**src/design/pwc_divider.sv**
```systemverilog
`default_nettype none
// Restoring divider, one quotient bit per cycle.
module pwc_divider #(
   parameter int NUM_BITS = 48,
   parameter int DEN_BITS = 25
) (
   input  wire logic                clock,
   input  wire logic                reset,
   input  wire logic                start,
   input  wire logic [NUM_BITS-1:0] numerator,
   input  wire logic [DEN_BITS-1:0] denominator,
   output logic                     busy,
   output logic [NUM_BITS-1:0]      quotient
);
   localparam int CntBits = $clog2(NUM_BITS + 1);

   logic [NUM_BITS-1:0] quo_ff, quo_in;
   logic [DEN_BITS:0]   rem_ff, rem_in;
   logic [DEN_BITS-1:0] den_ff;
   logic [CntBits-1:0]  cnt_ff, cnt_in;
   logic [DEN_BITS:0]   trial;

   // One shift and subtract step.
   always_comb begin
      trial  = {rem_ff[DEN_BITS-1:0], quo_ff[NUM_BITS-1]};
      quo_in = {quo_ff[NUM_BITS-2:0], 1'b0};
      rem_in = trial;
      cnt_in = cnt_ff;
      if (start) begin
         quo_in = numerator;
         rem_in = '0;
         cnt_in = CntBits'(NUM_BITS);
      end else if (cnt_ff != '0) begin
         cnt_in = cnt_ff - 1'b1;
         if (trial >= {1'b0, den_ff}) begin
            rem_in    = trial - {1'b0, den_ff};
            quo_in[0] = 1'b1;
         end
      end else begin
         quo_in = quo_ff;
         rem_in = rem_ff;
      end
   end

   always_ff @(posedge clock) begin
      if (reset) begin
         cnt_ff <= '0;
      end else begin
         cnt_ff <= cnt_in;
      end
      quo_ff <= quo_in;
      rem_ff <= rem_in;
      if (start) begin
         den_ff <= denominator;
      end
   end

   assign busy     = (cnt_ff != '0);
   assign quotient = quo_ff;
endmodule
`default_nettype wire

```
**config.mk**
```make
export PLATFORM = sky130hd
export DESIGN_NAME = pwc_divider
export DESIGN_NICKNAME = d
export VERILOG_FILES = /design/src/design/pwc_divider.sv
export SDC_FILE = /design/constraint.sdc
export NUM_CORES = 1
export LEC_CHECK = 0
export BUFFER_PORTS_ARGS = -buffer_cell sky130_fd_sc_hd__buf_4
export CAP_MARGIN = 0
export CORE_ASPECT_RATIO = 0.5
export CORE_UTILIZATION = 49
export CTS_CLUSTER_SIZE = 14
export DETAILED_ROUTE_END_ITERATION = 12
export MAX_ROUTING_LAYER = met4
export PLACE_DENSITY_LB_ADDON = 0.1
export RECOVER_POWER = 50
export SLEW_MARGIN = 25
export SYNTH_ARGS = -nofsm -noshare
export SYNTH_HDL_FRONTEND = slang
export SYNTH_SLANG_ARGS = --single-unit
```
**constraint.sdc**
```tcl
create_clock -name clock -period 3.35 [get_ports clock]
set_clock_uncertainty 0.15 [all_clocks]
set_input_delay 0.1675 -clock clock [delete_from_list [all_inputs] [get_ports clock]]
set_output_delay 0.1675 -clock clock [all_outputs]
set_load 0.005 [all_outputs]
```
* After elaboration in Yosys (flattened, before gate mapping)
Index checks and enable logic that the tools add are counted.
** Operators by class
- Add/subtract/negate cells :: 2
- $lt $le $gt $ge :: 1
- Muxes and demuxes :: 7
- Reductions and logical operators :: 3
** Operators by type and width (count)
- two-way mux 48 bit :: 1
- two-way mux 47 bit :: 1
- >= comparator 26 x 25 -> 1 bit :: 1
- two-way mux 25 bit :: 1
- subtractor 25 bit :: 1
- two-way mux 6 bit :: 2
- nonzero test 6 bit :: 1
- subtractor 6 x 1 -> 6 bit (second input constant) :: 1
- two-way mux 1 bit :: 2
- nonzero test 2 bit :: 1
- OR reduction 2 bit :: 1
** Word-level totals
- Flip-flop bits (word level) :: 104
- Bits of input ports :: 76
- Output and inout port bits :: 49
- Word-level logic and storage cells :: 18

* Logic depth before layout (Yosys ltp)
Gate-level depths: netlist of run 1.
- Depth after elaboration :: 4
- Mapped depth :: 14
- Gate-level depth less buffers :: 13

* Worst setup path after synthesis of run 1
Ideal clock, no wire load.
- Kind :: register to register
- From :: register quo_ff[47] (netlist: quotient[47])
- To :: register rem_ff[10]
- Library setup time :: 0.132 ns
- Arrival time :: 2.979 ns
- Required time :: 3.068 ns
- Path slack :: 0.089 ns
- Cell stages (with the launch flop) :: 14
- Path buffers :: 1
- Clock period less this slack :: 3.261 ns
- Cells stage by stage :: edfxtp_1 inv_1 ha_1 inv_1 fa_1 a211oi_1 o21ai_1 a221oi_4 o211ai_2 a311oi_4 buf_2 nor2_1 a211oi_1 nor3_1
** Between the ends
- Cells in the longest elaborated chain, start to end :: 2
- Elaborated cells on any way between the ends :: 3
- Classes of those cells :: 1 x add/sub; 1 x order compare; 1 x mux
** Ends and longest elaborated chain
- start: declaration :: line 17 : logic [NUM_BITS-1:0] quo_ff, quo_in;
- start signal: assignment :: line 51 : quo_ff <= quo_in;
- subtractor 25 bit / >= comparator 26 x 25 -> 1 bit (equally long branches) :: line 36, 35
- two-way mux 25 bit * :: line 35 : if (trial >= {1'b0, den_ff}) begin
- end signal: assignment :: line 52 : rem_ff <= rem_in;
- end: declaration :: line 18 : logic [DEN_BITS:0] rem_ff, rem_in;
Mark *: on every way between the ends. The rest lies on a longest branch, timed or not.
A chain may end at the register's enable or synchronous reset.

* Final worst setup path of run 1
- From :: register quo_ff[47] (netlist: quotient[47])
- To :: register rem_ff[24]
The elaborated chain is that of the path after synthesis.

==> results of run 1 <==
==> metal layers <==
layer	global-route usage [%]	part of all wire [%]
met5	-	0
met4	4.95	0.96
met3	6.01	5.5
met2	38.5	48
met1	29.8	46
==> worst min path at each step <==
| stage | start | to | slack, ps |
|---|---|---|---|
| 2_1_floorplan | reset | cnt_ff[4] | 90 |
| 3_3_place_gp | denominator[16] | den_ff[16] | 200 |
| 3_5_place_dp | denominator[6] | den_ff[6] | 200 |
| 4_1_cts | numerator[0] | quotient[0] | 20 |
| 5_1_grt | numerator[0] | quotient[0] | 20 |
| 6_report | numerator[0] | quotient[0] | 20 |
==> stage by stage <==
| stage | util (%) | area (µm²) | std cells | power (mW) |
|---|---|---|---|---|
| final | 74.0 | 7800 | 849 | 6.05 |
| after global routing | 74.0 | 7800 | 849 | 6.49 |
| after CTS | 73.1 | 7700 | 837 | 5.86 |
| after detailed placement | 62.7 | 6610 | 744 | 4.57 |
| after global placement | 62.7 | 6610 | 744 | 4.54 |
| after floorplan | - | 5490 | 489 | 3.82 |
==> final cells by class <==
cell class	instances	area share, %
Multi-Input combinational cell	329	31.9
Sequential cell	104	36.1
Inverter	37	1.78
Timing Repair Buffer	224	24.1
Tap cell	140	2.25
Clock buffer	9	2.89
Clock inverter	6	0.979
==> logic make-up after synthesis <==
family / after synthesis / share of synthesized area [%]
simple gates: 111 / 9.25
compound gates: 109 / 13.7
flops: 104 / 51.2
buf+inv: 56 / 4.03
mux: 56 / 11.3
fa+ha+maj: 28 / 6.51
xor+xnor: 25 / 3.99
==> registers in the layout, summed over array words and instances (netlist names) <==
signal	flops
quotient	48
den_ff	25
rem_ff	25
cnt_ff	6
==> placed cells by master (no fill, tap or decap), types with 4 or more instances in the layout <==
cell type	count
nand2b_1	4
a21o_1	6
ha_1	26
nand3_1	6
clkbuf_1	13
clkbuf_16	10
xor2_1	8
dlygate4sd3_1	73
and2_1	4
nand2_1	17
o21bai_1	5
a211oi_1	22
inv_1	35
o21ai_0	16
nor4_1	5
a21oi_1	33
dfxtp_1	31
clkbuf_4	97
edfxtp_1	73
mux2i_1	7
nor2_1	50
mux2_2	49
nor3_1	13
buf_4	34
xnor2_1	17
==> power by group through the flow <==
stage / sequential (mW) / combinational (mW) / clock [mW]
floorplan: 1.96 / 1.87 / 0
global placement: 1.98 / 2.55 / 0
detailed placement: 1.99 / 2.58 / 0
CTS: 1.97 / 2.78 / 1.11
global route: 2.02 / 3.31 / 1.15
finish: 1.97 / 2.99 / 1.09
==> worst max-delay path, stage by stage (launching register included) <==
cell      delay, ps
edfxtp_1        400
inv_1            80
ha_2            190
inv_2            40
fa_2            400
a211oi_4        280
o21ai_2          90
a221oi_4        290
o211ai_2        160
a311oi_4        240
buf_6           170
buf_6           130
buf_4           100
buf_4            90
mux2i_1         170
a211oi_1         80
==> what timing repair did <==
action	CTS	global route
gates cloned	0	1
hold buffers	73	0
endpoints found under the hold margin	78	0
pin swaps	2	8
resized for setup	4	6
endpoints found under the setup margin	8	19
buffers inserted	5	11
==> impl_metrics.py, run 1 <==
metrics = {
    "grt": {
        "grt_pass1_vias": 4464,
        "antenna_found_initial": 0,
        "track_usage_pct": 23.7,
        "grt_overflow": 0,
        "grt_pass1_wl_um": 21100,
        "grt_max_degree": 65,
    },
    "layout": {
        "nNetsFinal": 809,
        "nFillCells": 761,
        "ff_latch_area_um2": 2810,
        "multi_input_area_um2": 2490,
        "layout-drive-gt1-share_pct": 30.6,
        "antenna_cells": 0,
        "area_delta_synth_final_pct": 41.9,
    },
    "die": {
        "dieWidth_um": 152,
        "initial_core_util_pct": 52.1,
        "die-area_um2": 11700,
        "rows": 26,
        "fp.dieH_um": 76.9,
        "io_pins": 125,
        "coreArea_um2": 10500,
    },
    "sta": {
        "min_period_ps": 3230,
        "hold_ws_ps": 18.5,
        "final-max-slew-violation-count": 0,
        "fin_setup_tns_ps": 0,
        "fmax_mhz": 309,
        "tightest_slew_ps": 768,
        "hold_viol": 0,
        "setup_slack_ps": 116,
        "fin_crit_sh_pct": 96.5,
        "setup_viol": 0,
        "timing.slew.headroom_pct": 48.8,
    },
    "setup_path": {
        "crit_start": "quotient[47]",
        "cp-end-kind": "register",
        "timing.rr.start": "quotient[47]",
        "cp-endpoint": "rem_ff[24]",
        "arrival_ps": 3280,
        "critPathKind": "reg2reg",
        "cp-start-kind": "register",
        "crit_fanout": 7,
        "reg2reg_slack_ps": 120,
        "reg2reg_depth": 15,
        "rr_endpoint": "rem_ff[24]",
        "required_ps": 3390,
    },
    "synthesis": {
        "yosys.area.top_type": "edfxtp_1",
        "synth_edf_count": 73,
        "synth_top_area_share_pct": 39.9,
        "syn_area_per_cell_um2": 11.2,
        "ys_types": 51,
        "syn_nets": 593,
        "yosysSeqAreaShare_pct": 51.2,
        "ys.flop_type": "edfxtp_1",
        "yosysMostFrequentCell": "edfxtp_1",
        "ys_ff_latch": 104,
        "yosys_warnings": 0,
        "syn_area_um2": 5490,
        "synth_area_leaders": "edfxtp_1 40%, dfxtp_1 11%, mux2_2 10%, ha_1 6.1%, nor2_1 3.4%",
        "async_flop_share_pct": 0,
        "synth_top_cells_by_count": "73 x edfxtp_1, 50 x nor2_1, 49 x mux2_2, 36 x inv_1, 34 x a21oi_1",
        "synth_cells": 489,
    },
    "pwr": {
        "switching_share_pct": 36.0,
        "p_int_mw": 3.87,
        "p_sw_mw": 2.18,
        "powerDensity_nw_per_um2": 776,
        "seqPwrFrac_pct": 32.5,
        "comb_power_share_pct": 49.5,
        "peakVddDrop_mv": 0.315,
        "pwr-share-clk_pct": 18.0,
        "p_leak_nw": 3.34,
    },
    "route": {
        "wl_per_cell_um": 15.1,
        "drc_errors": 0,
        "antenna_left": 0,
        "drt_pass1_iterations": 4,
        "drt_iter0_drc": 194,
        "vias": 4392,
        "vias_per_cell": 5.17,
        "wl_um": 12800,
    },
    "place": {
        "pre_cts_ws_ps": -46.9,
        "hpwl_um": 8200,
        "portBuffers": 124,
        "gp_congestion": 0.803,
    },
    "min_path": {
        "min_path_cells": 3,
        "hold_path.class": "in2reg",
    },
    "run_status": {
        "outcome": "finished clean",
    },
    "flow_run": {
        "max_cap_violations": 0,
    },
    "clock_tree": {
        "h-tree-depth": 3,
        "cts_tree": "yes",
        "clk_pin_slew_ps": 70,
        "clockBufferDepth": 2,
        "clock_sinks": 104,
        "cts_buffers": 9,
        "root_buffer": "clkbuf_16",
        "clock_latency_ps": 350,
    },
}
No activity file was read; power rests on OpenSTA's default activity.
==> run 2: changes to the inputs <==
--- a/config.mk
+++ b/config.mk
@@ -11,6 +11,7 @@
 export CORE_UTILIZATION = 49
 export CTS_CLUSTER_SIZE = 14
 export DETAILED_ROUTE_END_ITERATION = 12
+export HOLD_SLACK_MARGIN = 0.05
 export MAX_ROUTING_LAYER = met4
 export PLACE_DENSITY_LB_ADDON = 0.1
 export RECOVER_POWER = 50
==> run 2 against run 1 <==
Net effect: non-clock buffer count increased by 1; combinational power about the same; first-iteration DRC count increased by 1.0%; sequential power hardly changed; sequential cell count unchanged; critical endpoint unchanged; largest power group unchanged; highest routed layer unchanged.
==> impl_metrics.py, run 2 (synthesis gave the netlist of run 1 again) <==
metrics = {
    "run_status": {
        "outcome": "finished clean",
    },
    "place": {
        "portBuffers": 124,
        "hpwl_um": 8200,
        "gp_congestion": 0.803,
        "pre_cts_ws_ps": -46.9,
        "placed_cell_area_um2": 6610,
    },
    "layout": {
        "multi_input_area_um2": 2490,
        "area_delta_synth_final_pct": 42.2,
        "mostFrequentLayoutCells": "97 x clkbuf_4, 74 x dlygate4sd3_1, 73 x edfxtp_1",
        "fin_area_um2": 7810,
        "final_common_cell": "clkbuf_4",
        "post-route-util_pct": 74.1,
        "layout-drive-gt1-share_pct": 30.6,
        "ff_latch_area_um2": 2810,
        "nFillCells": 760,
        "largest_reg_flops": 48,
        "nNetsFinal": 810,
    },
    "pwr": {
        "pwr-share-clk_pct": 18.0,
        "p_leak_nw": 3.35,
        "p_sw_mw": 2.18,
        "seqPwrFrac_pct": 32.5,
        "power_mw": 6.06,
        "peakVddDrop_mv": 0.314,
        "p_int_mw": 3.87,
        "comb_power_share_pct": 49.5,
        "switching_share_pct": 36.0,
        "powerDensity_nw_per_um2": 775,
    },
    "clock_tree": {
        "clk_pin_slew_ps": 80,
        "cts_tree": "yes",
        "clock_sinks": 104,
        "cts_buffers": 9,
        "clockBufferDepth": 2,
        "h-tree-depth": 3,
        "clock_latency_ps": 350,
        "root_buffer": "clkbuf_16",
    },
    "die": {
        "rows": 26,
        "die-area_um2": 11700,
        "io_pins": 125,
        "fp.dieH_um": 76.9,
        "coreArea_um2": 10500,
        "dieWidth_um": 152,
        "initial_core_util_pct": 52.1,
    },
    "sta": {
        "min_period_ps": 3230,
        "fin_setup_tns_ps": 0,
        "setup_viol": 0,
        "timing.slew.headroom_pct": 49.3,
        "fmax_mhz": 309,
        "final-max-slew-violation-count": 0,
        "tightest_slew_ps": 761,
        "fin_crit_sh_pct": 96.5,
        "setup_slack_ps": 117,
        "hold_viol": 0,
    },
    "route": {
        "vias": 4394,
        "drt_iter0_drc": 196,
        "antenna_left": 0,
        "wl_um": 12800,
        "drt_pass1_iterations": 4,
        "vias_per_cell": 5.16,
        "drc_errors": 0,
        "wl_per_cell_um": 15.1,
    },
    "min_path": {
        "hold_path.class": "in2reg",
    },
    "setup_path": {
        "crit_fanout": 7,
        "arrival_ps": 3280,
        "required_ps": 3390,
        "cp-start-kind": "register",
        "critPathKind": "reg2reg",
        "reg2reg_slack_ps": 120,
        "cp-end-kind": "register",
    },
    "grt": {
        "met2_usage_pct": 38.5,
        "grt_max_degree": 65,
        "grt_util_met1_pct": 29.6,
        "met3_usage_pct": 6.25,
        "track_usage_pct": 23.7,
        "grt-busiest-layer": "met2",
        "grt_overflow": 0,
        "grt_pass1_wl_um": 21100,
        "grt_pass1_vias": 4470,
        "antenna_found_initial": 1,
    },
    "flow_run": {
        "max_cap_violations": 0,
    },
}
run 2: cell types whose count changed in the layout (fill, tap and decap cells not counted):
cell,delta
diode_2,+1
dlygate4sd3_1,+1
run 2: layout make-up:
type	instances	area share [%]
Inverter	37	1.78
Tap cell	140	2.24
Clock inverter	6	0.977
Multi-Input combinational cell	329	31.8
Antenna cell	1	0.0320
Timing Repair Buffer	225	24.2
Sequential cell	104	36.0
Clock buffer	9	2.88
run 2: stage by stage:
| step | instances | hold slack, ps |
|---|---|---|
| 3_5_place_dp | 744 | 197 |
| 4_1_cts | 838 | 327 |
| 2_1_floorplan | 489 | 89.9 |
| 3_3_place_gp | 744 | 195 |
| 5_1_grt | 851 | 345 |
| 6_report | 851 | 326 |
run 2: power groups by stage:
| stage | Sequential [mW] | Combinational (mW) | Clock (mW) |
|---|---|---|---|
| 2_1_floorplan | 1.96 | 1.87 | 0 |
| 5_1_grt | 2.02 | 3.32 | 1.15 |
| 3_5_place_dp | 1.99 | 2.58 | 0 |
| 3_3_place_gp | 1.98 | 2.55 | 0 |
| 4_1_cts | 1.97 | 2.78 | 1.11 |
| 6_report | 1.97 | 3.00 | 1.09 |
run 2: worst paths after layout:
check | cells after the start | end | start
worst min register to register | 2 | rem_ff[20] | rem_ff[20]
worst max register to register | 15 | rem_ff[24] | quotient[47]
worst min-delay path | 2 | quotient[42] | start
worst max-delay path | 15 | rem_ff[24] | quotient[47]
run 2: critical path, stage by stage, from the launching register on:
cell and delay [ps]:
edfxtp_1 400, inv_1 80, ha_2 190, inv_2 40, fa_2 400, a211oi_4 280, o21ai_2 90, a221oi_4 290
o211ai_2 160, a311oi_4 240, buf_6 170, buf_6 130, buf_4 100, buf_4 90, mux2i_1 170, a211oi_1 80
run 2: repair_timing:
action / 4_1_cts / 5_1_grt
pin swaps: 2 / 8
hold buffers: 74 / 0
resized for setup: 4 / 6
endpoints found under the setup margin: 8 / 19
gates cloned: 0 / 1
endpoints found under the hold margin: 79 / 0
setup buffers: 5 / 11
run 2: layer usage:
metal / wire length (µm) / up-vias
met1: 5810 / 2057
met2: 6150 / 101
met5: 0 / -
li1: - / 2224
met4: 123 / 0
met3: 753 / 12
==> run 3: changes to the inputs <==
--- a/config.mk
+++ b/config.mk
@@ -15,7 +15,7 @@
 export MAX_ROUTING_LAYER = met4
 export PLACE_DENSITY_LB_ADDON = 0.1
 export RECOVER_POWER = 50
-export SLEW_MARGIN = 25
+export REMOVE_ABC_BUFFERS = 1
 export SYNTH_ARGS = -nofsm -noshare
 export SYNTH_HDL_FRONTEND = slang
 export SYNTH_SLANG_ARGS = --single-unit
==> run 3 against run 2 <==
Net effect: via count is 3.2% higher; utilization about the same; critical path depth is the same; worst hold slack worse by 98 ps; sequential power about the same; global-route usage up 1.3 points; power fell by 0.44%; non-clock buffer count fell by 3; sequential share of layout area hardly changed; largest power group unchanged.
==> impl_metrics.py, run 3 (synthesis gave the netlist of run 1 again) <==
metrics = {
    "pwr": {
        "comb_power_share_pct": 50.0,
        "peakVddDrop_mv": 0.366,
        "seqPwrFrac_pct": 32.9,
        "pwr-share-clk_pct": 17.1,
        "p_sw_mw": 2.24,
        "p_int_mw": 3.79,
        "switching_share_pct": 37.1,
        "p_leak_nw": 3.38,
        "power_mw": 6.03,
        "powerDensity_nw_per_um2": 773,
    },
    "setup_path": {
        "path_buf_inv": 4,
        "arrival_ps": 3310,
        "cp-start-kind": "register",
        "crit_chain": "inv_1, ha_2, inv_2, fa_2, a211oi_4, o21ai_2, a221oi_4, o211ai_2, a311oi_4, buf_6, buf_6, mux2i_1, nor2_1, a21oi_1, a211oi_1",
        "slowest_delay_ps": 390,
        "worst_path_dominant_cell_family": "compound AO/OA/AOI/OAI gates",
        "crit_slowest_cell": "edfxtp_1",
        "crit_fanout": 8,
        "required_ps": 3420,
        "crit_top_cell": "buf_6",
        "critPathKind": "reg2reg",
        "cp-end-kind": "register",
    },
    "route": {
        "drc_errors": 0,
        "drt_iter0_drc": 177,
        "antenna_left": 0,
        "wl_um": 13700,
        "wl_per_cell_um": 16.2,
        "drt_pass1_iterations": 4,
        "vias_per_cell": 5.34,
        "vias": 4534,
    },
    "die": {
        "io_pins": 125,
        "fp.dieH_um": 76.9,
        "initial_core_util_pct": 52.1,
        "coreArea_um2": 10500,
        "dieWidth_um": 152,
        "rows": 26,
        "die-area_um2": 11700,
    },
    "layout": {
        "mostFrequentLayoutCells": "115 x buf_4, 74 x dlygate4sd3_1, 73 x edfxtp_1",
        "fin_area_um2": 7800,
        "layout-drive-gt1-share_pct": 31.9,
        "nNetsFinal": 807,
        "largest_reg_flops": 48,
        "area_delta_synth_final_pct": 42.1,
        "final_common_cell": "buf_4",
        "instances_no_fill": 849,
    },
    "sta": {
        "setup_viol": 0,
        "setup_slack_ps": 110,
        "timing.slew.headroom_pct": 54.7,
        "hold_ws_ps": 228,
        "fmax_mhz": 309,
        "fin_crit_sh_pct": 96.7,
        "hold_viol": 0,
        "min_period_ps": 3240,
        "tightest_slew_ps": 678,
        "final-max-slew-violation-count": 0,
        "rsz0062_at_grt": "true",
    },
    "place": {
        "pre_cts_ws_ps": 69.5,
        "portBuffers": 124,
        "gp_congestion": 0.844,
        "placed_cells": 744,
        "hpwl_um": 8500,
        "placed_cell_area_um2": 6610,
    },
    "flow_run": {
        "max_cap_violations": 0,
    },
    "grt": {
        "grt_pass1_vias": 4554,
        "antenna_found_initial": 1,
        "grt_max_degree": 45,
        "grt_overflow": 0,
        "grt_pass1_wl_um": 21800,
        "track_usage_pct": 24.9,
    },
    "clock_tree": {
        "clock_latency_ps": 350,
        "clock_sinks": 104,
        "clk_pin_slew_ps": 80,
        "cts_tree": "yes",
        "root_buffer": "clkbuf_16",
        "clockBufferDepth": 2,
        "cts_buffers": 9,
        "h-tree-depth": 3,
    },
    "run_status": {
        "outcome": "finished clean",
    },
    "min_path": {
        "hold_path.class": "in2reg",
    },
}
-- run 3: cell types whose count changed in the layout (fill, tap and decap cells not counted), moves of 2 or more --
cell / change
buf_12: -2
buf_4: +81
clkinv_4: -2
clkbuf_4: -69
clkbuf_1: -13
-- run 3: cell type report --
class                           instances  area, µm²
Tap cell                              140        175
Sequential cell                       104       2810
Clock inverter                          7       60.1
Fill cell                             753       2740
Inverter                               37        139
Multi-Input combinational cell        329       2480
Antenna cell                            1       2.50
Clock buffer                            9        225
Timing Repair Buffer                  222       1910
-- run 3: path summary, 6_finish.rpt --
kind / end / slack (ps) / start / cells past startpoint
setup / recovery: rem_ff[23] / 110 / quotient[47] / 15
hold / removal: quotient[35] / 230 / start / 2
setup reg to reg: rem_ff[23] / 110 / quotient[47] / 15
hold reg to reg: rem_ff[20] / 330 / rem_ff[20] / 2
-- run 3: what timing repair did --
item | 4_1_cts | 5_1_grt
endpoints found under the hold margin | 79 | 0
buffers inserted | 0 | 12
setup endpoints to repair | 0 | 11
gates resized for setup | 0 | 8
hold buffers | 74 | 0
-- run 3: power groups by stage --
stage	registers, mW	logic, mW	clock network (mW)
global placement	1.99	2.55	0
global route	2.03	3.32	1.10
CTS	1.97	2.67	1.05
floorplan	1.96	1.81	0
finish	1.98	3.01	1.03
detailed placement	1.99	2.58	0
-- run 3: stage by stage --
stage	util [%]	TNS [ps]
2_1_floorplan	-	-11440
6_report	74.1	0
4_1_cts	72.4	0
3_3_place_gp	62.7	0
5_1_grt	74.1	-161
3_5_place_dp	62.7	0
-- run 3: layer usage --
metal	track usage [%]	routed length, µm
met3	5.89	744
met2	41.0	6720
met1	31.2	6140
met5	-	0
met4	5.15	114
